`src/design/nnis_pkg.sv`:
```
// Shared types and constants for the nearest-neighbor image scaler.
// Used by the front end, the request queue, the back end and the top level.
// No dependencies.
`default_nettype none

package nnis_pkg;

	// Default values of the top-level parameters.
	localparam int unsigned STORE_WORDS_DEF    = 262144;
	localparam int unsigned MAX_ROW_PIXELS_DEF = 4096;
	localparam int unsigned PIXEL_BITS_DEF     = 32;

	// Queue geometry and the widest store address any legal setting needs.
	localparam int unsigned QUEUE_DEPTH = 4;
	localparam int unsigned QADDR_W     = 24;

	// Request kinds on the input stream.
	localparam logic [1:0] REQ_WRITE   = 2'd0;
	localparam logic [1:0] REQ_NEXT    = 2'd1;
	localparam logic [1:0] REQ_RESTART = 2'd2;

	// Configuration register indexes.
	localparam logic [2:0] REG_SOURCE_WIDTH  = 3'd0;
	localparam logic [2:0] REG_SOURCE_HEIGHT = 3'd1;
	localparam logic [2:0] REG_OUTPUT_WIDTH  = 3'd2;
	localparam logic [2:0] REG_OUTPUT_HEIGHT = 3'd3;
	localparam logic [2:0] REG_COLUMN_STEP   = 3'd4;
	localparam logic [2:0] REG_ROW_STEP      = 3'd5;
	localparam logic [2:0] REG_COLUMN_START  = 3'd6;
	localparam logic [2:0] REG_ROW_START     = 3'd7;

	// Reset values of the configuration registers.
	localparam logic [12:0] SOURCE_WIDTH_RST  = 13'd1;
	localparam logic [12:0] SOURCE_HEIGHT_RST = 13'd1;
	localparam logic [12:0] OUTPUT_WIDTH_RST  = 13'd0;
	localparam logic [12:0] OUTPUT_HEIGHT_RST = 13'd0;
	localparam logic [31:0] STEP_RST          = 32'd65536;
	localparam logic [31:0] START_RST         = 32'd32768;

	// Operations handed from the front end to the back end.
	localparam logic [1:0] OP_WRITE = 2'd0;
	localparam logic [1:0] OP_READ  = 2'd1;
	localparam logic [1:0] OP_ZERO  = 2'd2;

	// One queued operation: a store write, a store read or a zero-pixel result.
	typedef struct packed {
		logic [1:0]         op;
		logic [QADDR_W-1:0] addr;
		logic [31:0]        data;
		logic [11:0]        col;
		logic [11:0]        row;
		logic               last;
		logic               fin;
	} nnis_entry_t;

endpackage

`default_nettype wire

```
`src/design/nnis_front.sv`:
```
// Front end of the scaler: configuration registers, request decode and the
// row/column accumulators. Produces store operations for the queue.
// Depends on nnis_pkg.
`default_nettype none

module nnis_front #(
	parameter int unsigned STORE_WORDS    = nnis_pkg::STORE_WORDS_DEF,
	parameter int unsigned MAX_ROW_PIXELS = nnis_pkg::MAX_ROW_PIXELS_DEF
) (
	input  wire logic                 clk,
	input  wire logic                 arst_n,
	input  wire logic                 cfg_wr_en,
	input  wire logic [2:0]           cfg_index,
	input  wire logic [31:0]          cfg_wdata,
	input  wire logic                 in_valid,
	output logic                      in_ready,
	input  wire logic [1:0]           req_type,
	input  wire logic [17:0]          write_address,
	input  wire logic [31:0]          write_pixel,
	output logic                      push,
	output nnis_pkg::nnis_entry_t     push_entry,
	input  wire logic                 queue_full
);

	localparam int unsigned MAXW = (MAX_ROW_PIXELS > 8191) ? 8191 : MAX_ROW_PIXELS;
	localparam logic [12:0] MAX_ROW_W = 13'(MAXW);

	logic [12:0] source_width_q, source_height_q, output_width_q, output_height_q;
	logic [31:0] column_step_q, row_step_q, column_start_q, row_start_q;
	logic [31:0] col_acc_q, row_acc_q;
	logic [11:0] col_cnt_q;
	logic [12:0] row_cnt_q;
	logic        fin_q;

	logic        accept;
	logic [12:0] eff_width, width_eff, max_col, src_col;
	logic [15:0] src_row, src_col_raw;
	logic [28:0] prod;
	logic [29:0] rd_addr;
	logic        rd_in_range, wr_in_range, frame_end, last;

	assign in_ready = !queue_full;
	assign accept   = in_valid && in_ready;

	// Configuration register writes.
	always_ff @(posedge clk or negedge arst_n) begin
		if (!arst_n) begin
			source_width_q  <= nnis_pkg::SOURCE_WIDTH_RST;
			source_height_q <= nnis_pkg::SOURCE_HEIGHT_RST;
			output_width_q  <= nnis_pkg::OUTPUT_WIDTH_RST;
			output_height_q <= nnis_pkg::OUTPUT_HEIGHT_RST;
			column_step_q   <= nnis_pkg::STEP_RST;
			row_step_q      <= nnis_pkg::STEP_RST;
			column_start_q  <= nnis_pkg::START_RST;
			row_start_q     <= nnis_pkg::START_RST;
		end else if (cfg_wr_en) begin
			unique case (cfg_index)
				nnis_pkg::REG_SOURCE_WIDTH:  source_width_q  <= cfg_wdata[12:0];
				nnis_pkg::REG_SOURCE_HEIGHT: source_height_q <= cfg_wdata[12:0];
				nnis_pkg::REG_OUTPUT_WIDTH:  output_width_q  <= cfg_wdata[12:0];
				nnis_pkg::REG_OUTPUT_HEIGHT: output_height_q <= cfg_wdata[12:0];
				nnis_pkg::REG_COLUMN_STEP:   column_step_q   <= cfg_wdata;
				nnis_pkg::REG_ROW_STEP:      row_step_q      <= cfg_wdata;
				nnis_pkg::REG_COLUMN_START:  column_start_q  <= cfg_wdata;
				nnis_pkg::REG_ROW_START:     row_start_q     <= cfg_wdata;
				default: ;
			endcase
		end
	end

	// Source row, clamped source column, read address and end checks.
	always_comb begin
		eff_width   = (output_width_q > MAX_ROW_W) ? MAX_ROW_W : output_width_q;
		width_eff   = (source_width_q == 13'd0) ? 13'd1 : source_width_q;
		max_col     = width_eff - 13'd1;
		src_row     = row_acc_q[31:16];
		src_col_raw = col_acc_q[31:16];
		src_col     = (src_col_raw > {3'b000, max_col}) ? max_col : src_col_raw[12:0];
		prod        = 29'(src_row) * 29'(width_eff);
		rd_addr     = 30'(prod) + 30'(src_col);
		rd_in_range = rd_addr < 30'(STORE_WORDS);
		wr_in_range = 32'(write_address) < 32'(STORE_WORDS);
		frame_end   = fin_q || (eff_width == 13'd0) || (output_height_q == 13'd0) ||
			(row_cnt_q >= output_height_q) || (src_row >= {3'b000, source_height_q});
		last        = ({1'b0, col_cnt_q} + 13'd1) >= eff_width;
	end

	// Build the queued operation for the accepted request.
	always_comb begin
		push       = 1'b0;
		push_entry = '0;
		if (accept) begin
			unique case (req_type)
				nnis_pkg::REQ_WRITE: begin
					push            = wr_in_range;
					push_entry.op   = nnis_pkg::OP_WRITE;
					push_entry.addr = nnis_pkg::QADDR_W'(write_address);
					push_entry.data = write_pixel;
				end
				nnis_pkg::REQ_NEXT: begin
					push = 1'b1;
					if (frame_end) begin
						push_entry.op  = nnis_pkg::OP_ZERO;
						push_entry.fin = 1'b1;
					end else begin
						push_entry.op   = rd_in_range ? nnis_pkg::OP_READ : nnis_pkg::OP_ZERO;
						push_entry.addr = rd_addr[nnis_pkg::QADDR_W-1:0];
						push_entry.col  = col_cnt_q;
						push_entry.row  = row_cnt_q[11:0];
						push_entry.last = last;
					end
				end
				default: ;
			endcase
		end
	end

	// Accumulators, counters and the frame-finished flag.
	always_ff @(posedge clk or negedge arst_n) begin
		if (!arst_n) begin
			col_acc_q <= nnis_pkg::START_RST;
			row_acc_q <= nnis_pkg::START_RST;
			col_cnt_q <= '0;
			row_cnt_q <= '0;
			fin_q     <= 1'b0;
		end else if (accept) begin
			if (req_type == nnis_pkg::REQ_RESTART) begin
				col_acc_q <= column_start_q;
				row_acc_q <= row_start_q;
				col_cnt_q <= '0;
				row_cnt_q <= '0;
				fin_q     <= 1'b0;
			end else if (req_type == nnis_pkg::REQ_NEXT) begin
				if (frame_end) begin
					fin_q <= 1'b1;
				end else if (last) begin
					col_cnt_q <= '0;
					col_acc_q <= column_start_q;
					row_acc_q <= row_acc_q + row_step_q;
					row_cnt_q <= row_cnt_q + 13'd1;
				end else begin
					col_cnt_q <= col_cnt_q + 12'd1;
					col_acc_q <= col_acc_q + column_step_q;
				end
			end
		end
	end

endmodule

`default_nettype wire

```
`config.mk`:
```
export PLATFORM = sky130hd
export DESIGN_NAME = nnis_front
export DESIGN_NICKNAME = d
export VERILOG_FILES = /design/src/design/nnis_pkg.sv /design/src/design/nnis_front.sv
export SDC_FILE = /design/constraint.sdc
export NUM_CORES = 1
export LEC_CHECK = 0
export BUFFER_PORTS_ARGS = -buffer_cell sky130_fd_sc_hd__buf_2
export CAP_MARGIN = 30
export CORE_MARGIN = 2
export CORE_UTILIZATION = 30
export DETAILED_ROUTE_END_ITERATION = 8
export GPL_TIMING_DRIVEN = 0
export PLACE_DENSITY = 0.44
export SYNTH_ARGS = -nofsm -noshare
export SYNTH_HDL_FRONTEND = slang
export SYNTH_SLANG_ARGS = --single-unit
```
`constraint.sdc`:
```
create_clock -name clk -period 18.85 [get_ports clk]
set_input_delay 3.77 -clock clk [delete_from_list [all_inputs] [get_ports clk]]
set_output_delay 3.77 -clock clk [all_outputs]
set_load 0.05 [all_outputs]
```
Yosys cells after proc, flatten, opt, wreduce, memory -nomap -nowiden:

Index checks and enable logic that the tools add are counted.

* $add $sub $neg: 7
* multiply operators: 1
* div/mod/pow operators: 0
* order comparisons: 6
* equal/unequal tests: 10
* shift operators: 0
* multiplexer cells: 33
* bitwise logic cells: 0
* reduce and logical (&&, ||, !) cells: 26

Operators by type and width (count)
* 32-bit 2-to-1 mux: 9
* 13-bit 2-to-1 mux: 7
* 84-bit 2-to-1 mux: 1
* 32-bit adder: 2
* 26-bit one-hot mux with 2 select lines: 1
* 12-bit 2-to-1 mux: 4
* 13-bit zero test: 3
* 29-bit by 13-bit adder with 30-bit output: 1
* 30-bit by 19-bit < comparator with 1-bit output, second input constant: 1
* 16-bit by 13-bit multiplier with 29-bit output: 1
* 13-bit >= comparator: 2
* 26-bit 2-to-1 mux: 1
* 25-bit 2-to-1 mux: 1
* 24-bit 2-to-1 mux: 1
* 16-bit by 13-bit >= comparator with 1-bit output: 1
* 16-bit by 13-bit > comparator with 1-bit output: 1
* 2-bit AND reduction: 8
* 12-bit by 1-bit adder with 13-bit output, second input constant: 1
* 13-bit by 1-bit adder with 13-bit output, second input constant: 1
* 13-bit > comparator, second input constant: 1
* 13-bit by 1-bit subtractor with 13-bit output, second input constant: 1
* 12-bit by 1-bit adder with 12-bit output, second input constant: 1
* 3-bit equality test, second input constant: 4
* 3-bit by 2-bit equality test with 1-bit output, second input constant: 2
* 15 further kinds: 27

* register bits: 270
* bits in latches: 0
* RAM bits: 0
* bits in read-only memories: 0
* input port bits: 92
* memories kept: 0

Longest topological paths before layout:

Gate-level depths: netlist (run 1).

* depth after elaboration: 11
* mapped depth: 33

Worst setup path before layout (run 1):

Ideal clock, no wire load.

* kind: register to output
* from: register source_width_q[1]
* to: output push_entry[82] (netlist name)
* arrival: 7.940 ns
* data required time: 15.080 ns
* setup slack: 7.140 ns
* cell stages (with the launch flop): 32
* path buffers: 4
* cells stage by stage: dfrtp_1 > clkbuf_1 > nor4_1 > nand3_1 > nor2_1 > nor2_1 > clkbuf_1 > ha_1 > nor3b_1 > nand3b_1 > nand2b_1 > xor2_1 > ha_1 > nand4_1 > nor3_1 > mux2_2 > a21oi_1 > clkbuf_1 > mux2i_1 > fa_1 > ha_1 > buf_4 > a2111oi_2 > o21ai_1 > a41oi_2 > nor2_2 > o21ai_2 > o21bai_1 > xor2_4 > or4_1 > or4_1 > nor2_1

RTL lines
* start: declaration: RTL line nnis_front.sv:28 `logic [12:0] source_width_q, source_height_q, output_width_q, output_height_q;`
* start signal: assignment: RTL line nnis_front.sv:48 `source_width_q <= nnis_pkg::SOURCE_WIDTH_RST;`
* start signal: assignment: RTL line nnis_front.sv:58 `nnis_pkg::REG_SOURCE_WIDTH: source_width_q <= cfg_wdata[12:0];`
* end: declaration: RTL line nnis_front.sv:21 `output nnis_pkg::nnis_entry_t push_entry,`

==> results.yml, run 1 <==
run_status:
  run_status: "finished clean"
setup_path:
  worst-endpoint-required_ns: 15.08
  arrival_ns: 10.44
  critPathKind: "reg -> out"
  slowest_delay_ns: 0.64
  path_max_fanout: 11
  cp-end-kind: "primary output"
  start_kind: "register"
  critPathSlowestCell: "clkbuf_1"
job:
  cap_violations: 0
routing:
  routed_wl_um: 78900
  dr.pass1.iters: 7
  drc: 0
  drt_iter0_drc: 883
  vias_per_cell: 5.04
  vias: 19300
  ant_nets: 0
  wl_per_cell_um: 20.6
global_routing:
  grtUsageTotal_pct: 19.3
  grt_max_degree: 99
  antenna_found_initial: 9
  grt_pass1_vias: 20400
  overflow: 0
  grt_pass1_wl_um: 122000
yosys:
  ys_seq_area_share_pct: 28.4
  synth-edff-count: 0
  synth-async-reset-ratio_pct: 100
  netlist.area_leader.share_pct: 27.5
  syn_nets: 3027
  synth-main-ff-cell: "dfrtp_1"
  synth_area_sq_um: 23800
  synth_cell_type_count: 82
  yosysTopAreaCell: "dfrtp_1"
  yosysWarnings: 0
  synth.avg_cell_area_sq_um: 9.35
  synth_area_leaders: "dfrtp_1, fa_1, ha_1"
  synthCells: 2549
  ys_ff_latch: 270
placement:
  globalplace.congestion: 0.851
  dp_hpwl_um: 61000
  io_buffers: 175
  post-place-ws_ns: 5.24
final_layout:
  nNetsFinal: 3240
  area_delta_synth_final_pct: 13.8
  layout-drive-gt1-share_pct: 15.4
  antenna_cells: 0
clock_tree:
  htree_levels: 1
  cts_tree: "done"
  postCtsResizedCells: 0
  cts-root-buf: "clkbuf_16"
  postCtsHoldBufs: 0
  cts_buffers: 30
  clk_path_buf_depth: 3
  postCtsSetupBuffers: 0
  clk_pin_slew_ns: 0.06
  clkSinkCount: 270
  clk_latency_ns: 0.58
timing:
  fmax_mhz: 70.4
  skew_ns: 0.0112
  tightestPinTransition_ns: 0.896
  finalCritPeriodShare_pct: 75.4
  post-route-min-period_ns: 14.21
  hold_viol_final: 0
  finalWorstSetupSlack_ns: 4.64
  slew_viol_final: 0
  setup_viol: 0
  maxSlewHeadroom_pct: 40.3
  grt_setup_unrepaired: "no"
  final.setup.tns_ns: 0
floorplan:
  pin_count: 178
  core_area_sq_um: 78900
  initial_core_util_pct: 30.2
  placementRows: 103
  die_area_sq_um: 81700
  die_height_um: 286
  die_w_um: 286
hold_path:
  hp-class: "reg -> reg"
path summary, 6_finish.rpt:
path                                    startpoint                end  slack [ns]  cells after the start
worst max-delay path            source_width_q[11]     push_entry[82]        4.64                     32
min in group asynchronous                   arst_n     row_start_q[7]        3.19                      1
max in group asynchronous                   arst_n  column_step_q[21]       14.30                      3
worst min-delay path                  col_acc_q[4]       col_acc_q[4]        0.48                      2
worst max register to register        col_cnt_q[0]      row_acc_q[30]       13.42                     17
worst min register to register        col_acc_q[4]       col_acc_q[4]        0.48                      2
layout make-up:
| type | instances | area, sq um |
|---|---|---|
| Buffer | 118 | 448 |
| Clock buffer | 44 | 895 |
| Clock inverter | 10 | 103 |
| Fill cell | 8231 | 51700 |
| Inverter | 248 | 931 |
| Multi-Input combinational cell | 1913 | 15700 |
| Sequential cell | 270 | 6770 |
| Tap cell | 1050 | 1310 |
| Timing Repair Buffer | 181 | 976 |
metrics by stage:
stage | cells | hold slack [ns] | utilization (%) | area, sq um
after CTS | 3834 | 0.491 | 34.4 | 27100
after global placement | 3774 | 0.469 | 33.0 | 26000
after floorplan | 2549 | 0.454 | - | 23800
after global routing | 3834 | 0.505 | 34.4 | 27100
after detailed placement | 3780 | 0.478 | 33.1 | 26100
final | 3834 | 0.483 | 34.4 | 27100
cells in the mapped netlist, drive strengths merged, types with 14 or more instances:
| cell type | number |
|---|---|
| a211oi | 17 |
| dfrtp | 262 |
| nand2b | 16 |
| o21bai | 14 |
| nand2 | 327 |
| nor3 | 34 |
| ha | 220 |
| clkbuf | 110 |
| and2 | 74 |
| nand4 | 23 |
| o211ai | 14 |
| mux2i | 25 |
| a21o | 48 |
| inv | 247 |
| fa | 166 |
| nand3 | 47 |
| nor2b | 34 |
| a21oi | 132 |
| xnor2 | 40 |
| o21a | 18 |
| mux2 | 170 |
| xor2 | 46 |
| o21ai | 160 |
| and3 | 46 |
| nor2 | 109 |
critical path, delay by kind of cell, from the launching register on:
family          cells  cell delay (ns)
compound gates      6             1.49
xor+xnor            2             0.44
fa+ha+maj           4             1.48
buf+inv             5             2.22
flops               1             0.32
mux                 2             0.79
simple gates       13             3.13
logic make-up (layout without fill, tap and decap cells):
kind of cell    Yosys count  count (layout)  share of synthesized area (%)
xor+xnor                 86              86                           3.24
fa+ha+maj               386             386                           25.5
simple gates            757             757                           15.1
buf+inv                 366             601                           5.78
flops                   270             270                           28.4
compound gates          489             489                           12.9
mux                     195             195                           9.08
state kept, by name, indices dropped and copies added, names as in the netlist:
| register | count |
|---|---|
| fin_q | 1 |
| row_acc_q | 32 |
| source_width_q | 13 |
| col_cnt_q | 12 |
| col_acc_q | 32 |
| output_height_q | 13 |
| source_height_q | 13 |
| output_width_q | 13 |
| row_start_q | 32 |
| column_step_q | 32 |
| column_start_q | 32 |
| row_step_q | 32 |
| row_cnt_q | 13 |
cell usage in the layout, fill, tap and decap left out, types with 17 or more instances in the layout:
master       n
clkbuf_16   31
o21ai_1     19
a21oi_1    130
nand2_1    327
buf_2      176
xnor2_1     40
clkbuf_1   116
and2_1      72
nor2_1     108
and3_1      45
fa_1       166
mux2_2     169
o21a_1      18
nor2b_1     34
nor3_1      34
dfrtp_1    262
nand4_1     23
nand3_1     46
a21o_1      48
mux2i_1     25
xor2_1      45
o21ai_0    140
a211oi_1    17
ha_1       220
inv_1      246
layer usage:
layer / vias up / wire length (um) / GRT usage, %
met4: 14 / 2380 / 5.64
met2: 337 / 38900 / 34.0
met1: 9738 / 34800 / 25.1
met3: 107 / 2710 / 1.92
met5: - / 69 / 0
li1: 9112 / - / -
Power of run 1 is not shown: default switching activity piles up to over one toggle a cycle in this logic, so the estimate is an artifact.
==> run 2, diff against run 1 <==
- PLACE_DENSITY: 0.44 -> 0.45
- clock period: 18.85 -> 12.1 ns (I/O delays scaled with it)
==> results.yml, run 2 (synthesis gave the netlist of run 1 again) <==
clock_tree:
  postCtsHoldBufs: 0
  clk_pin_slew_ns: 0.07
  cts-root-buf: "clkbuf_16"
  cts_buffers: 30
  clk_latency_ns: 0.58
  cts_tree: "done"
  clk_path_buf_depth: 3
  htree_levels: 1
  clkSinkCount: 270
placement:
  dp_hpwl_um: 60500
  post-place-ws_ns: -0.257
  io_buffers: 175
  globalplace.congestion: 0.882
setup_path:
  worstReg2RegEnd: "row_acc_q[24]"
  start_kind: "register"
  critPathKind: "reg -> out"
  critical_path.most_common_cell: "ha_1"
  cp-end-kind: "primary output"
  worst-endpoint-required_ns: 9.68
  rr_worst_depth: 17
  critPathSlowestCell: "dfrtp_2"
  slowest_delay_ns: 0.56
  path_max_fanout: 11
  regToRegStartpoint: "col_cnt_q[0]"
  arrival_ns: 9.04
  reg2reg_slack_ns: 6.66
floorplan:
  core_area_sq_um: 78900
  die_area_sq_um: 81700
  die_height_um: 286
  initial_core_util_pct: 30.2
  pin_count: 178
  placementRows: 103
  die_w_um: 286
routing:
  vias: 19500
  dr.pass1.iters: 5
  wl_per_cell_um: 20.4
  drt_iter0_drc: 996
  ant_nets: 0
  drc: 0
  routed_wl_um: 78200
  vias_per_cell: 5.08
timing:
  hold_viol_final: 0
  whs_ns: 0.487
  post-route-min-period_ns: 11.46
  finalWorstSetupSlack_ns: 0.640
  final.setup.tns_ns: 0
  finalCritPeriodShare_pct: 94.7
  maxSlewHeadroom_pct: 38.2
  skew_ns: 0.0199
  tightestPinTransition_ns: 0.920
  fmax_mhz: 87.3
  setup_viol: 0
  slew_viol_final: 0
final_layout:
  nNetsFinal: 3236
  layout_commonest_cell: "nand2_1"
  layout-drive-gt1-share_pct: 15.6
  fill_cells: 8217
  area_delta_synth_final_pct: 14.1
  final_cell_mix: "nand2_1, dfrtp_1, inv_1, ha_1, buf_2"
  fin_util_pct: 34.5
hold_path:
  min_path_cells: 2
  min-delay-start: "row_acc_q[8]"
  hp-class: "reg -> reg"
  whs_endpoint: "row_acc_q[8]"
run_status:
  run_status: "finished clean"
global_routing:
  grt_max_degree: 120
  grtUsageTotal_pct: 19.1
  grt_pass1_vias: 20400
  grt_pass1_wl_um: 121000
  overflow: 0
  antenna_found_initial: 14
job:
  cap_violations: 0
## run 2: cell count changes in the layout (fill, tap and decap cells not counted), sizes merged
cell | previous run | this run
clkbuf | 154 | 153
bufinv | 2 | 5
clkinv | 8 | 5
buf | 189 | 188
diode | 0 | 2
## run 2: timing repair
item,CTS,global route
setup buffers,0,0
endpoints found under the setup margin,5,2
resized for setup,3,7
## run 2: routing by layer
layer | wire length (um) | GRT usage (%) | up-vias | share of wire [%]
met5 | 117 | 0 | - | 0.15
met1 | 34600 | 24.7 | 9822 | 44
met3 | 3010 | 2.28 | 107 | 3.9
li1 | - | - | 9126 | -
met4 | 2250 | 5.46 | 18 | 2.9
met2 | 38300 | 33.4 | 400 | 49
## run 2: final cells by class
type | count | area (sq um) | area share [%]
clock buffer | 46 | 882 | 3.24
antenna | 2 | 5.00 | 0.0184
inverter | 248 | 931 | 3.42
tap | 1050 | 1310 | 4.83
timing repair buffer | 180 | 971 | 3.57
clock inverter | 10 | 178 | 0.653
sequential | 270 | 6770 | 24.9
multi-input combinational | 1913 | 15700 | 57.8
buffer | 115 | 442 | 1.62
## run 2: per-stage QoR
stage | cell area, sq um | instances
floorplan | 23800 | 2549
global placement | 26000 | 3774
detailed placement | 26100 | 3779
CTS | 27200 | 3833
global route | 27200 | 3832
finish | 27200 | 3834
## run 2: worst max path at each step
stage,startpoint,slack (ns),endpoint
detailed placement,source_width_q[11],-0.26,push_entry[82]
CTS,source_width_q[11],0.006,push_entry[82]
floorplan,source_width_q[1],1.74,push_entry[82]
global route,source_width_q[11],-0.008,push_entry[82]
finish,source_width_q[11],0.64,push_entry[82]
global placement,source_width_q[11],-0.24,push_entry[82]
## run 2: critical path, delay by kind of cell (launching register included)
family | cells | cell delay [ns]
xor+xnor | 2 | 0.29
fa+ha+maj | 4 | 1.52
buf+inv | 3 | 0.99
mux | 2 | 0.89
compound gates | 3 | 0.78
simple gates | 16 | 3.41
flops | 1 | 0.56
Power of run 2 is left out for the same reason.
