`config.mk`:
```
export PLATFORM = sky130hd
export DESIGN_NAME = nnis_queue
export DESIGN_NICKNAME = d
export VERILOG_FILES = /design/src/design/nnis_pkg.sv /design/src/design/nnis_queue.sv
export SDC_FILE = /design/constraint.sdc
export NUM_CORES = 1
export LEC_CHECK = 0
export BUFFER_PORTS_ARGS = -buffer_cell sky130_fd_sc_hd__buf_2
export CORE_MARGIN = 8
export CORE_UTILIZATION = 33
export CTS_BUF_LIST = sky130_fd_sc_hd__clkbuf_4 sky130_fd_sc_hd__clkbuf_8
export CTS_CLUSTER_DIAMETER = 150
export CTS_CLUSTER_SIZE = 24
export DETAILED_ROUTE_END_ITERATION = 10
export PLACE_DENSITY = 0.55
export SLEW_MARGIN = 10
export SYNTH_ARGS = -nofsm -noshare
export SYNTH_HDL_FRONTEND = slang
export SYNTH_SLANG_ARGS = --single-unit
```
`constraint.sdc`:
```
create_clock -name clk -period 4.9 [get_ports clk]
set_clock_uncertainty 0.15 [all_clocks]
set_input_delay 0.245 -clock clk [delete_from_list [all_inputs] [get_ports clk]]
set_output_delay 0.245 -clock clk [all_outputs]
set_load 0.05 [all_outputs]
```
`src/design/nnis_pkg.sv`:
```
// Shared types and constants for the nearest-neighbor image scaler.
// Used by the front end, the request queue, the back end and the top level.
// No dependencies.
`default_nettype none

package nnis_pkg;

	// Default values of the top-level parameters.
	localparam int unsigned STORE_WORDS_DEF    = 262144;
	localparam int unsigned MAX_ROW_PIXELS_DEF = 4096;
	localparam int unsigned PIXEL_BITS_DEF     = 32;

	// Queue geometry and the widest store address any legal setting needs.
	localparam int unsigned QUEUE_DEPTH = 4;
	localparam int unsigned QADDR_W     = 24;

	// Request kinds on the input stream.
	localparam logic [1:0] REQ_WRITE   = 2'd0;
	localparam logic [1:0] REQ_NEXT    = 2'd1;
	localparam logic [1:0] REQ_RESTART = 2'd2;

	// Configuration register indexes.
	localparam logic [2:0] REG_SOURCE_WIDTH  = 3'd0;
	localparam logic [2:0] REG_SOURCE_HEIGHT = 3'd1;
	localparam logic [2:0] REG_OUTPUT_WIDTH  = 3'd2;
	localparam logic [2:0] REG_OUTPUT_HEIGHT = 3'd3;
	localparam logic [2:0] REG_COLUMN_STEP   = 3'd4;
	localparam logic [2:0] REG_ROW_STEP      = 3'd5;
	localparam logic [2:0] REG_COLUMN_START  = 3'd6;
	localparam logic [2:0] REG_ROW_START     = 3'd7;

	// Reset values of the configuration registers.
	localparam logic [12:0] SOURCE_WIDTH_RST  = 13'd1;
	localparam logic [12:0] SOURCE_HEIGHT_RST = 13'd1;
	localparam logic [12:0] OUTPUT_WIDTH_RST  = 13'd0;
	localparam logic [12:0] OUTPUT_HEIGHT_RST = 13'd0;
	localparam logic [31:0] STEP_RST          = 32'd65536;
	localparam logic [31:0] START_RST         = 32'd32768;

	// Operations handed from the front end to the back end.
	localparam logic [1:0] OP_WRITE = 2'd0;
	localparam logic [1:0] OP_READ  = 2'd1;
	localparam logic [1:0] OP_ZERO  = 2'd2;

	// One queued operation: a store write, a store read or a zero-pixel result.
	typedef struct packed {
		logic [1:0]         op;
		logic [QADDR_W-1:0] addr;
		logic [31:0]        data;
		logic [11:0]        col;
		logic [11:0]        row;
		logic               last;
		logic               fin;
	} nnis_entry_t;

endpackage

`default_nettype wire

```
`src/design/nnis_queue.sv`:
```
// Short first-in first-out queue of store operations between the front end
// and the back end. Depends on nnis_pkg.
`default_nettype none

module nnis_queue (
	input  wire logic                 clk,
	input  wire logic                 arst_n,
	input  wire logic                 push,
	input  wire nnis_pkg::nnis_entry_t push_entry,
	output logic                      full,
	output logic                      head_valid,
	output nnis_pkg::nnis_entry_t     head_entry,
	input  wire logic                 pop
);

	localparam int unsigned PTR_W = $clog2(nnis_pkg::QUEUE_DEPTH);
	localparam int unsigned CNT_W = $clog2(nnis_pkg::QUEUE_DEPTH + 1);

	nnis_pkg::nnis_entry_t slots_q [nnis_pkg::QUEUE_DEPTH];
	logic [PTR_W-1:0] wr_ptr_q, rd_ptr_q;
	logic [CNT_W-1:0] count_q;

	assign full       = count_q == CNT_W'(nnis_pkg::QUEUE_DEPTH);
	assign head_valid = count_q != '0;
	assign head_entry = slots_q[rd_ptr_q];

	// Entry storage.
	always_ff @(posedge clk) begin
		if (push) begin
			slots_q[wr_ptr_q] <= push_entry;
		end
	end

	// Pointers and fill count.
	always_ff @(posedge clk or negedge arst_n) begin
		if (!arst_n) begin
			wr_ptr_q <= '0;
			rd_ptr_q <= '0;
			count_q  <= '0;
		end else begin
			if (push) begin
				wr_ptr_q <= (wr_ptr_q == PTR_W'(nnis_pkg::QUEUE_DEPTH - 1)) ? '0 :
					wr_ptr_q + PTR_W'(1);
			end
			if (pop) begin
				rd_ptr_q <= (rd_ptr_q == PTR_W'(nnis_pkg::QUEUE_DEPTH - 1)) ? '0 :
					rd_ptr_q + PTR_W'(1);
			end
			if (push && !pop) begin
				count_q <= count_q + CNT_W'(1);
			end else if (pop && !push) begin
				count_q <= count_q - CNT_W'(1);
			end
		end
	end

	// A push lands on a full queue only together with a pop, and a pop never drains an empty one.
	a_no_overflow: assert property (@(posedge clk) disable iff (!arst_n)
		push |-> (!full || pop)) else $error("queue push while full");
	a_no_underflow: assert property (@(posedge clk) disable iff (!arst_n)
		pop |-> head_valid) else $error("queue pop while empty");

endmodule

`default_nettype wire

```
After elaboration in Yosys (flattened, before gate mapping)
Memory sizes are Yosys's and may differ from the RTL's.
Index checks and enable logic that the tools add are counted.

operators by class
  add/sub/neg operators = 4
  eq/ne operators = 3
  multiplexer cells = 6
  reduce and logical (&&, ||, !) cells = 6

operators by type and width
  operator                                                            count
  3-bit two-way mux                                                   2
  2-bit by 1-bit adder with 2-bit output, second input constant       2
  2-bit equality test, second input constant                          2
  2-bit two-way mux                                                   2
  3-bit by 1-bit adder with 3-bit output, second input constant       1
  3-bit equality test, second input constant                          1
  3-bit nonzero test                                                  1
  3-bit by 1-bit subtractor with 3-bit output, second input constant  1
  1-bit logical AND                                                   2
  1-bit zero test                                                     2
  1-bit two-way mux                                                   2
  2-bit nonzero test                                                  1

word-level totals
  register bits after elaboration = 7
  RAM bits = 336
  input bits = 88
  output and inout bits = 86
  memories kept = 1

memory list
  name     words  bits a word  rd ports  clocked after Yosys merged registers in  wr ports  RTL line          text
  slots_q  4      84           1         0                                        1         nnis_queue.sv:19  nnis_pkg::nnis_entry_t slots_q [nnis_pkg::QUEUE_DEPTH];

Longest topological paths before layout
Gate-level depths: netlist of run 1.

  depth after elaboration = 4
  mapped depth = 7
  depth with buffers taken out = 7

Least setup slack after synthesis of run 1
No wires, ideal clock.

  path kind = flip-flop to flip-flop
  start = reg wr_ptr_q[0]
  end = mem slots_q[2][0] in the netlist's numbering, enable pin
  setup time = 0.451 ns
  data arrival time = 2.577 ns
  path slack = 1.722 ns
  stages on the path, launching flop included = 4
  buffers on the path = 0
  cell sequence = dfrtp_1 -> inv_1 -> ha_1 -> and2_1

RTL lines
  what                    RTL line          text
  start, declared         nnis_queue.sv:20  logic [PTR_W-1:0] wr_ptr_q, rd_ptr_q;
  start signal, assigned  nnis_queue.sv:42  wr_ptr_q <= (wr_ptr_q == PTR_W'(nnis_pkg::QUEUE_DEPTH - 1)) ? '0 :
  end, declared           nnis_queue.sv:19

No word-level cell before the write port.

==> summary.md, run 1 <==
| Metric | Value |
|---|---|
| Fill cell total of the finished layout | around 3300 |
| Pin count of the biggest net entering global routing | a little over 60 |
| Synthesized Nets | between 500 and 600 |
| Hpwl dp | 15500 um |
| CTS tree | yes |
| Async S/R FF share, synth | a little over 2% |
| Initial antenna violation count | 0 |
| CTS resizes | 0 |
| Max-cap violations | 0 |
| GRT Residual Overflow | 0 |
| Slew Viols, Final | 0 |
| Post-synth EDFFs | 336 |
| Port bufs | ~170 |
| Status | complete, no violations |
| Chip Height | around 210 um |
| Final ANT Viol Nets | 0 |
| Final std cells w/o fill | between 1000 and 1500 |
| CTS buffer count | 18 |
| Crit path required time | between 4 and 5 ns |
| CTS Buffer Depth | 3 |
| H-tree Lvls | 1 |
| DR WL/cell | around 20 um |
| Yosys top cell area share | about 80% |
| Diodes inserted | 0 |
| Post-route setup TNS | 0 ns |
| Cell Rows | 71 |
| Via/cell ratio | 4.54 |
| Unrepaired setup endpoints after global routing | false |
| Post-synthesis sequential element count | 343 |
| Pre-CTS WS | around 2.1 ns |
| Core ar. | 37600 um^2 |
| R2R setup slack | between 2 and 2.5 ns |
| Leak Pwr | 5.08 nW |
| Yosys cell types | 21 |
| Post-synthesis sequential area ratio | about four fifths |
| Clock sinks | around 340 |
| Die area | approximately 45000 um^2 |
| Layout cell share with drive strength beyond 1 | between 30% and 40% |
| Post-Route WL | 25300 um |
| Tmin final | roughly 3.3 ns |
| Fmax | approximately 0.3 GHz |
| Commonest non-fill, non-tap cell in the layout | edfxtp_1 |
| CP Class | flop to output pin |
| Worst hold path type | input pin to flop |
| Final #Nets | roughly 840 |
| Final Hold Fails | 0 |
| Synthesis Warnings | 0 |
| Largest area contributor in the synthesized netlist | edfxtp_1 |
| First-pass detailed-route iteration total | 5 |
| Clk slew on worst S/H paths | around 0.14 ns |
| GRT Overall Usage | about 11% |
| Most frequent cells in the layout | 336 x edfxtp_1, 173 x buf_2, 88 x dlygate4sd3_1 |
| Post-synth top flop | edfxtp_1 |
| Synth Cell Area | between 10000 and 15000 um^2 |
| Synth area leaders | edfxtp_1 80%, mux4_2 15%, dfrtp_1 1.4% |
| CP endpoint kind | output pin |
| First-pass GRT wire length | 39100 um |
| Placer Congestion | approximately 0.68 |
| Die X | roughly 210 um |
| Final Cycle Share | 67.8% |
| Crit path max fanout | 40 |
| Worst-Margin Slew | 0.990 ns |
| Vias in the first global route | about 6700 |
| Root Buffer | clkbuf_8 |
| Worst slew margin | 34.0% |
| Synth Instances | ~480 |
| Initial Util | between 30% and 40% |
| Mapped Avg Cell Area | around 26 um^2 |
| Final Setup Violations | 0 |
| CP arrival | 2.93 ns |
| Pwr dens | around 590 nW/um^2 |
| Area growth syn-to-layout | 20.8% |
| Worst skew pair latency | between 0.5 and 0.6 ns |
| Peak supply drop | 0.307 mV |
| Drt drc | 0 |
| DR iter-0 viols | 350 |
| Setup crit start kind | flop |
| PnR worst setup slack | ~1.6 ns |
| IO Pins | roughly 170 |
| Placed Cells | ~1100 |
| Via count | around 5700 |
[critical path: stages, from the launching register on]
cell     delay, ns
dfrtp_4       0.68
buf_4         0.72
mux4_2        0.62
buf_2         0.23
[stage by stage]
| stage | power [mW] | utilization (%) | instance area [um^2] | hold slack, ns |
|---|---|---|---|---|
| floorplan | 7.04 | - | 12600 | -0.201 |
| global route | 9.41 | 40.4 | 15200 | 0.241 |
| global placement | 7.78 | 37.2 | 14000 | -0.0578 |
| detailed placement | 7.86 | 37.2 | 14000 | -0.0447 |
| CTS | 9.17 | 40.4 | 15200 | 0.220 |
| finish | 9.00 | 40.4 | 15200 | 0.269 |
[final cells by class]
cell class / count / area [um^2] / area share, %
clock buffer: 25 / 307 / 2.02
tap: 511 / 639 / 4.21
clock inverter: 1 / 20.0 / 0.132
inverter: 4 / 15.0 / 0.0989
sequential: 343 / 10300 / 67.7
timing repair buffer: 269 / 1810 / 11.9
multi-input combinational: 110 / 2120 / 14.0
[path summary, 6_finish.rpt]
check | from | end | cells past startpoint
min in group asynchronous | arst_n | count_q[1] | 3
min reg2reg | count_q[2] | count_q[2] | 1
min | push_entry[82] | slots_q[3][82] | 2
max reg2reg | wr_ptr_q[1] | slots_q[1][41] | 4
max | rd_ptr_q[0] | head_entry[23] | 3
max in group asynchronous | arst_n | rd_ptr_q[1] | 3
[layer usage]
layer,up-vias,track usage [%],part of all wire (%)
li1,2555,-,-
met1,3030,13.8,42
met2,130,19.9,51
met3,25,2.52,5.4
met4,0,2.61,2.4
met5,-,0,0
[where the power goes]
group          total [mW]  leakage [nW]  internal (mW)  switching (mW)
Combinational        3.73          1.74           1.15            2.58
Clock                1.25         0.174          0.417           0.837
Sequential           4.02          3.17           3.76           0.259
Total                9.00          5.08           5.32            3.68
[cell usage after synthesis (2+ instances only)]
| cell | number |
|---|---|
| edfxtp_1 | 336 |
| mux4_2 | 84 |
| dfrtp_1 | 7 |
| buf_2 | 6 |
| ha_1 | 6 |
| and2_1 | 4 |
| buf_12 | 4 |
| buf_4 | 4 |
| inv_1 | 4 |
| buf_1 | 3 |
| mux2_2 | 3 |
| nor2_1 | 3 |
| nand2_1 | 2 |
| o21ai_0 | 2 |
| xor2_1 | 2 |
[logic make-up after synthesis]
kind of cell | count (synthesis) | synth area share [%]
buffers and inverters | 23 | 1.53
muxes | 87 | 15.3
adders and majority gates | 7 | 0.756
AOI/OAI and AO/OA | 2 | 0.0796
and+or+nand+nor | 11 | 0.458
DFF | 343 | 81.6
xor gates and xnor gates | 3 | 0.209
[state kept, by name, summed over array words and instances (netlist names)]
name and cells:
count_q 3, wr_ptr_q 2, slots_q 336, rd_ptr_q 2
[repair_timing]
| item | 4_1_cts | 5_1_grt |
|---|---|---|
| hold buffers | 88 | 0 |
| setup buffers | 0 | 0 |
| hold endpoints to repair | 348 | 0 |
No activity file was read; power rests on OpenSTA's default activity.
==> inputs of run 2 (changes only) <==
- ABC_AREA: unset -> 1
- PLACE_DENSITY: 0.55 -> 0.54
- clock period: 4.9 -> 3.4 ns (I/O delays scaled with it)
==> run 2 against run 1 <==
Compared with the run above:
- flip-flop and latch count stayed put
- global-route usage is 0.85 points higher
- final cell count is 44% higher
- register-to-register slack worse by 1.1 ns
- clock-buffer cell count is 1 lower
- routed wire length is 17% higher
- utilization is 0.72 points lower
- clock power is 45% higher
- combinational power is 73% higher
- sequential share of layout area is 5.5 points lower
- critical endpoint is now head_entry[38]
- largest cell class unchanged
==> summary.md, run 2 <==
| Metric | Value |
|---|---|
| Status | complete, no violations (unchanged) |
| Leak Pwr | 6.61 nW (was 5.08 nW) |
| Post-synthesis sequential area ratio | 74.2% (was 81.6%) |
| Unrepaired setup endpoints after global routing | false (unchanged) |
| Chip Height | 221 um (was 211 um) |
| Worst-Margin Slew | 0.691 ns (was 0.990 ns) |
| Synth Instances | 1033 (was 476) |
| Top-count cell post-synth | edfxtp_1 (unchanged) |
| Via/cell ratio | 4.48 (was 4.54) |
| First-pass GRT wire length | 46100 um (was 39100 um) |
| Slew Viols, Final | 0 (unchanged) |
| CP Class | flop to output pin (unchanged) |
| Synth area leaders | edfxtp_1 73%, o211ai_1 7.5%, nand2_1 7.3% (was edfxtp_1 80%, mux4_2 15%, dfrtp_1 1.4%) |
| Final Hold Fails | 0 (unchanged) |
| Core ar. | 41700 um^2 (was 37600 um^2) |
| Synth top cells by count | 336 x edfxtp_1, 268 x nand2_1, 179 x inv_1 (was 336 x edfxtp_1, 84 x mux4_2, 7 x dfrtp_1) |
| IO Pins | 174 (unchanged) |
| GRT Overall Usage | 12.1% (was 11.2%) |
| Port bufs | 173 (unchanged) |
| Worst skew pair latency | 0.57 ns (was 0.56 ns) |
| Yosys cell types | 20 (was 21) |
| Post-route setup TNS | 0 ns (unchanged) |
| Area growth syn-to-layout | 19.6% (was 20.8%) |
| DR iter-0 viols | 392 (was 350) |
| Initial antenna violation count | 2 (was 0) |
| Clock sinks | 343 (unchanged) |
| Drt drc | 0 (unchanged) |
| Final #Nets | 1373 (was 841) |
| Pin count of the biggest net entering global routing | 109 (was 61) |
| Via count | 8159 (was 5740) |
| Mapped Avg Cell Area | 13.4 um^2 (was 26.4 um^2) |
| Async S/R FF share, synth | 2.04% (unchanged) |
| Initial Util | 33.2% (was 33.5%) |
| CP endpoint kind | output pin (unchanged) |
| Post-synth top flop | edfxtp_1 (unchanged) |
| Post-synth EDFFs | 336 (unchanged) |
| Synthesis Warnings | 0 (unchanged) |
| Final Cycle Share | between 80% and 90% |
| Yosys top cell area share | 73.0% (was 80.3%) |
| CTS buffer count | 18 (unchanged) |
| Max-cap violations | 0 (unchanged) |
| CTS tree | yes (unchanged) |
| Clk slew on worst S/H paths | 0.14 ns (about the same) |
| Worst hold path type | input pin to flop (unchanged) |
| Commonest non-fill, non-tap cell in the layout | edfxtp_1 (unchanged) |
| Most frequent cells in the layout | 336 x edfxtp_1, 268 x nand2_1, 175 x inv_1 (was 336 x edfxtp_1, 173 x buf_2, 88 x dlygate4sd3_1) |
| Die X | 221 um (was 211 um) |
| Area after DPL | 15300 um^2 (was 14000 um^2) |
| Peak supply drop | 0.563 mV (was 0.307 mV) |
| Largest Register | slots_q (unchanged) |
| Final ANT Viol Nets | 0 (unchanged) |
| Vias in the first global route | 8293 (was 6675) |
| DR WL/cell | 16.2 um (was 20.0 um) |
| CTS Buffer Depth | 3 (unchanged) |
| Crit path max fanout | 108 (was 40) |
| H-tree Lvls | 1 (unchanged) |
| Cell Rows | 75 (was 71) |
| Root Buffer | clkbuf_8 (unchanged) |
| Synth Cell Area | 13800 um^2 (was 12600 um^2) |
| Fill cell total of the finished layout | 3912 (was 3333) |
| Die area | 48700 um^2 (was 44600 um^2) |
| Layout cell share with drive strength beyond 1 | 19.8% (was 39.9%) |
| First-pass detailed-route iteration total | 4 (was 5) |
| Largest area contributor in the synthesized netlist | edfxtp_1 (unchanged) |
| Pwr dens | 839 nW/um^2 (was 593 nW/um^2) |
| Final Setup Violations | 0 (unchanged) |
| CP arrival | 2.47 ns (was 2.93 ns) |
| Synthesized Nets | 1128 (was 571) |
| Cell area after layout | 16500 um^2 (was 15200 um^2) |
| Crit path required time | 3.08 ns (was 4.51 ns) |
| GRT Residual Overflow | 0 (unchanged) |
| Worst slew margin | 53.9% (was 34.0%) |
| Placer Congestion | 0.709 (was 0.683) |
| Biggest registers after layout | slots_q (336), count_q (3) (unchanged) |
| Hpwl dp | 17700 um (was 15500 um) |
| Post-synthesis sequential element count | 343 (unchanged) |
| CTS resizes | 0 (unchanged) |
| Fmax | approximately 0.36 GHz |
| Tmin final | 2.79 ns |
| Setup crit start kind | flop (unchanged) |
| Largest register FFs | 336 (unchanged) |
| Post-Route WL | 29500 um (was 25300 um) |
[run 2: layout make-up]
type / count / area, um^2 / area share (%)
clock buffers: 24 / 299 / 1.81
flip-flops and latches: 343 / 10300 / 62.1
diodes: 1 / 2.50 / 0.0151
well taps: 539 / 674 / 4.08
inverters: 181 / 699 / 4.23
repair buffers: 280 / 2000 / 12.1
multi-input cells: 454 / 2570 / 15.5
clock inverters: 1 / 20.0 / 0.121
[run 2: layer usage]
layer / wire, um / GRT usage (%) / vias up / part of all wire, %
li1: - / - / 4070 / -
met1: 13600 / 15.7 / 3920 / 46
met2: 14100 / 20.7 / 139 / 48
met3: 1400 / 2.19 / 28 / 4.7
met4: 426 / 2.76 / 2 / 1.4
met5: 13 / 0 / - / 0.044
[run 2: worst paths after layout]
path / startpoint / endpoint / slack, ns / depth (start not counted)
worst max register to register: wr_ptr_q[1] / slots_q[1][68] / 1.22 / 5
max in group asynchronous: arst_n / rd_ptr_q[1] / 2.38 / 3
worst max-delay path: rd_ptr_q[0] / head_entry[38] / 0.61 / 5
min in group asynchronous: arst_n / count_q[0] / 0.42 / 3
worst min register to register: count_q[2] / count_q[2] / 0.35 / 2
worst min-delay path: push_entry[20] / slots_q[0][20] / 0.18 / 2
[run 2: through the flow]
| stage | std cells | power (mW) | utilization (%) | worst slack (ns) | hold slack [ns] |
|---|---|---|---|---|---|
| 2_1_floorplan | 1033 | 10.5 | - | 0.526 | -0.276 |
| 3_5_place_dp | 1709 | 12.2 | 36.8 | 1.21 | -0.124 |
| 5_1_grt | 1823 | 14.7 | 39.7 | 0.377 | 0.144 |
| 4_1_cts | 1822 | 14.2 | 39.7 | 0.544 | 0.109 |
| 6_report | 1823 | 13.9 | 39.7 | 0.612 | 0.178 |
| 3_3_place_gp | 1709 | 12.2 | 36.8 | 1.24 | -0.115 |
[run 2: kinds of logic (layout without fill, tap and decap cells)]
kind of cell    count (synthesis)  count (layout)  share of synthesized area, %
compound gates                172             172                          10.4
xor+xnor                        1               1                        0.0634
fa+ha+maj                       7               7                         0.688
buf+inv                       236             486                          7.18
flops                         343             343                          74.2
other cells                     0               1                             0
simple gates                  274             274                          7.47
[run 2: where the power goes]
group	internal [mW]	switching (mW)	leakage, nW
clock	0.589	1.22	0.169
sequential	5.40	0.184	3.17
combinational	1.52	4.95	3.28
[run 2: critical path, stage by stage (launching register included)]
cell and delay, ns:
dfrtp_1 0.48, inv_8 0.43, buf_12 0.33, o211ai_1 0.11, nand2_1 0.12, buf_2 0.27
[run 2: timing repair]
action / 4_1_cts / 5_1_grt
buffers inserted: 0 / 0
hold buffers: 88 / 0
hold endpoints to repair: 350 / 0
==> inputs of run 3 (changes only) <==
- PLACE_DENSITY: 0.54 -> 0.56
- clock period: 3.4 -> 2.5 ns (I/O delays scaled with it)
==> run 3 against run 2 <==
Compared with the run above:
- combinational power up 46%
- flip-flop and latch count did not move
- final cell count is 1.1% higher
- largest power group unchanged
- sequential power grew 36%
- global-route usage is 0.21 points higher
- die area unchanged
- via count increased by 1.2%
==> summary.md, run 3 (same netlist as run 2, synthesis figures left out) <==
| Metric | Value |
|---|---|
| Biggest registers after layout | slots_q (336), count_q (3) (unchanged) |
| Commonest non-fill, non-tap cell in the layout | edfxtp_1 (unchanged) |
| CP arrival | 2.07 ns (was 2.47 ns) |
| Unrepaired setup endpoints after global routing | false (unchanged) |
| CTS Buffer Depth | 3 (unchanged) |
| Cell Rows | 75 (unchanged) |
| Crit path max fanout | 25 (was 108) |
| Tmin final | around 2.3 ns |
| Clk pwr share | 13.2% (was 13.0%) |
| Via count | 8259 (was 8159) |
| CTS buffer count | 18 (unchanged) |
| Largest register FFs | 336 (unchanged) |
| Final Setup Violations | 0 (unchanged) |
| Part of the power in registers | 38.7% (was 40.3%) |
| Worst Path Buf+Inv | 3 (unchanged) |
| Crit path required time | 2.23 ns (was 3.08 ns) |
| CP max stage delay | 0.53 ns (was 0.48 ns) |
| Layout cell share with drive strength beyond 1 | 21.0% (was 19.8%) |
| First-pass detailed-route iteration total | 4 (unchanged) |
| CP delay by family, top | buffers and inverters (unchanged) |
| GRT Overall Usage | 12.3% (was 12.1%) |
| R2R setup slack | 0.72 ns (was 1.22 ns) |
| Placed Cells | 1712 (was 1709) |
| Setup crit start kind | flop (unchanged) |
| Fmax | 0.426 GHz |
| Clk slew on worst S/H paths | 0.14 ns (about the same) |
| Slew Viols, Final | 0 (unchanged) |
| Final Cycle Share | between 90% and 100% |
| CTS tree | yes (unchanged) |
| Area growth syn-to-layout | 22.4% (was 19.6%) |
| Die X | 221 um (unchanged) |
| Worst skew pair latency | 0.59 ns (was 0.57 ns) |
| Post-route setup TNS | 0 ns (unchanged) |
| Peak supply drop | 0.869 mV (was 0.563 mV) |
| Leak Pwr | 6.77 nW (was 6.61 nW) |
| Most frequent cells in the layout | 336 x edfxtp_1, 268 x nand2_1, 175 x inv_1 (unchanged) |
| Final Hold Fails | 0 (unchanged) |
| Post-Route WL | 31100 um (was 29500 um) |
| Sequential cell area | 10300 um^2 (about the same) |
| Pint | 10.8 mW (was 7.51 mW) |
| Fill cell total of the finished layout | 3880 (was 3912) |
| Final std cells w/o fill | 1843 (was 1823) |
| Slowest stage cell, crit path | dfrtp_4 (was dfrtp_1) |
| Chip Height | 221 um (unchanged) |
| Die area | 48700 um^2 (unchanged) |
| DR WL/cell | 16.9 um (was 16.2 um) |
| Initial Util | 33.2% (unchanged) |
| Max-cap violations | 0 (unchanged) |
| IO Pins | 174 (unchanged) |
| Worst-Margin Slew | 0.508 ns (was 0.691 ns) |
| Drt drc | 0 (unchanged) |
| Initial antenna violation count | 4 (was 2) |
| Port bufs | 173 (unchanged) |
| Placer Congestion | 0.694 (was 0.709) |
| DR iter-0 viols | 384 (was 392) |
| Sw frac | 45.2% (was 45.8%) |
| Final #Nets | 1386 (was 1373) |
| First-pass GRT wire length | 46400 um (was 46100 um) |
| GRT Residual Overflow | 0 (unchanged) |
| Status | complete, no violations (unchanged) |
| CP cell instances | inv_4 -> bufbuf_16 -> o211ai_1 -> nand2_1 -> buf_2 (was inv_8 -> buf_12 -> o211ai_1 -> nand2_1 -> buf_2) |
| Worst hold path type | input pin to flop (unchanged) |
| Clock sinks | 343 (unchanged) |
| H-tree Lvls | 1 (unchanged) |
| Root Buffer | clkbuf_8 (unchanged) |
| Pwr dens | 1160 nW/um^2 (was 839 nW/um^2) |
| CP Class | flop to output pin (unchanged) |
| CP endpoint kind | output pin (unchanged) |
| Worst slew margin | 66.1% (was 53.9%) |
| Largest Register | slots_q (unchanged) |
| Combinational share of power | 48.1% (was 46.7%) |
| Switching power | 8.87 mW (was 6.35 mW) |
| Vias in the first global route | 8472 (was 8293) |
| Hpwl dp | 17300 um (was 17700 um) |
| Core ar. | 41700 um^2 (unchanged) |
| Via/cell ratio | 4.48 (about the same) |
| Total power | 19.6 mW (was 13.9 mW) |
| Multi-input gate area | 2570 um^2 (unchanged) |
| Pin count of the biggest net entering global routing | 59 (was 109) |
| Final ANT Viol Nets | 0 (unchanged) |
## run 3: cell types whose count changed in the layout (fill, tap and decap cells not counted), moves of 2 or more
cell and delta:
buf_6 +2, clkbuf_16 +3, buf_2 -12, clkbuf_4 +10, clkinvlp_4 +4, buf_16 +4, buf_8 +2, inv_4 -4
buf_4 +7
## run 3: worst paths after layout
kind,from,to,depth (start not counted)
setup / recovery,rd_ptr_q[1],head_entry[81],5
hold / removal,push_entry[26],slots_q[0][26],2
setup reg to reg,wr_ptr_q[0],slots_q[2][70],5
hold reg to reg,count_q[2],count_q[2],2
max in group asynchronous,arst_n,rd_ptr_q[0],3
min in group asynchronous,arst_n,rd_ptr_q[1],3
## run 3: cell type report
cell class                 count  share of cell area [%]
antenna                        2                  0.0296
clock buffer                  30                    2.03
clock inverter                 1                   0.118
inverter                     181                    4.22
multi-input combinational    454                    15.2
sequential                   343                    60.7
tap                          539                    3.99
timing repair buffer         292                    13.7
timing repair inverter         1                  0.0518
## run 3: power groups by stage
| stage | combinational (mW) | sequential [mW] | clock [mW] |
|---|---|---|---|
| after floorplan | 6.62 | 7.71 | 0 |
| after global placement | 8.90 | 7.77 | 0 |
| after detailed placement | 8.95 | 7.80 | 0 |
| after CTS | 9.42 | 7.59 | 2.72 |
| after global routing | 10.2 | 7.68 | 2.90 |
| final | 9.44 | 7.60 | 2.58 |
## run 3: worst reg2reg max path: cells and delay by family (launching register included)
kind / cells / cell delay [ns]
buffers and inverters: 3 / 0.59
DFF: 1 / 0.45
adders and majority gates: 1 / 0.15
and+or+nand+nor: 1 / 0.08
## run 3: timing repair
item | 4_1_cts | 5_1_grt
endpoints found under the hold margin | 350 | 0
setup buffers | 3 | 2
pin swaps | 1 | 0
resized for setup | 14 | 11
gates cloned | 1 | 4
setup endpoints to repair | 68 | 73
hold buffers | 88 | 0
## run 3: per-stage QoR
stage	setup WS, ns	hold WS, ns	utilization (%)	instance area, um^2
6_report	0.154	0.125	40.6	16900
3_5_place_dp	0.567	-0.160	37.0	15400
3_3_place_gp	0.583	-0.166	37.0	15400
4_1_cts	-0.00103	0.0574	40.3	16800
5_1_grt	0.00109	0.0874	40.6	16900
2_1_floorplan	0.0151	-0.321	-	13800
## run 3: layer usage
metal	part of all wire, %	global-route usage (%)	wire length [um]
met2	49	22.2	15400
met4	1.8	3.02	551
met1	44	14.9	13700
met3	4.8	2.32	1500
met5	0.061	0	19
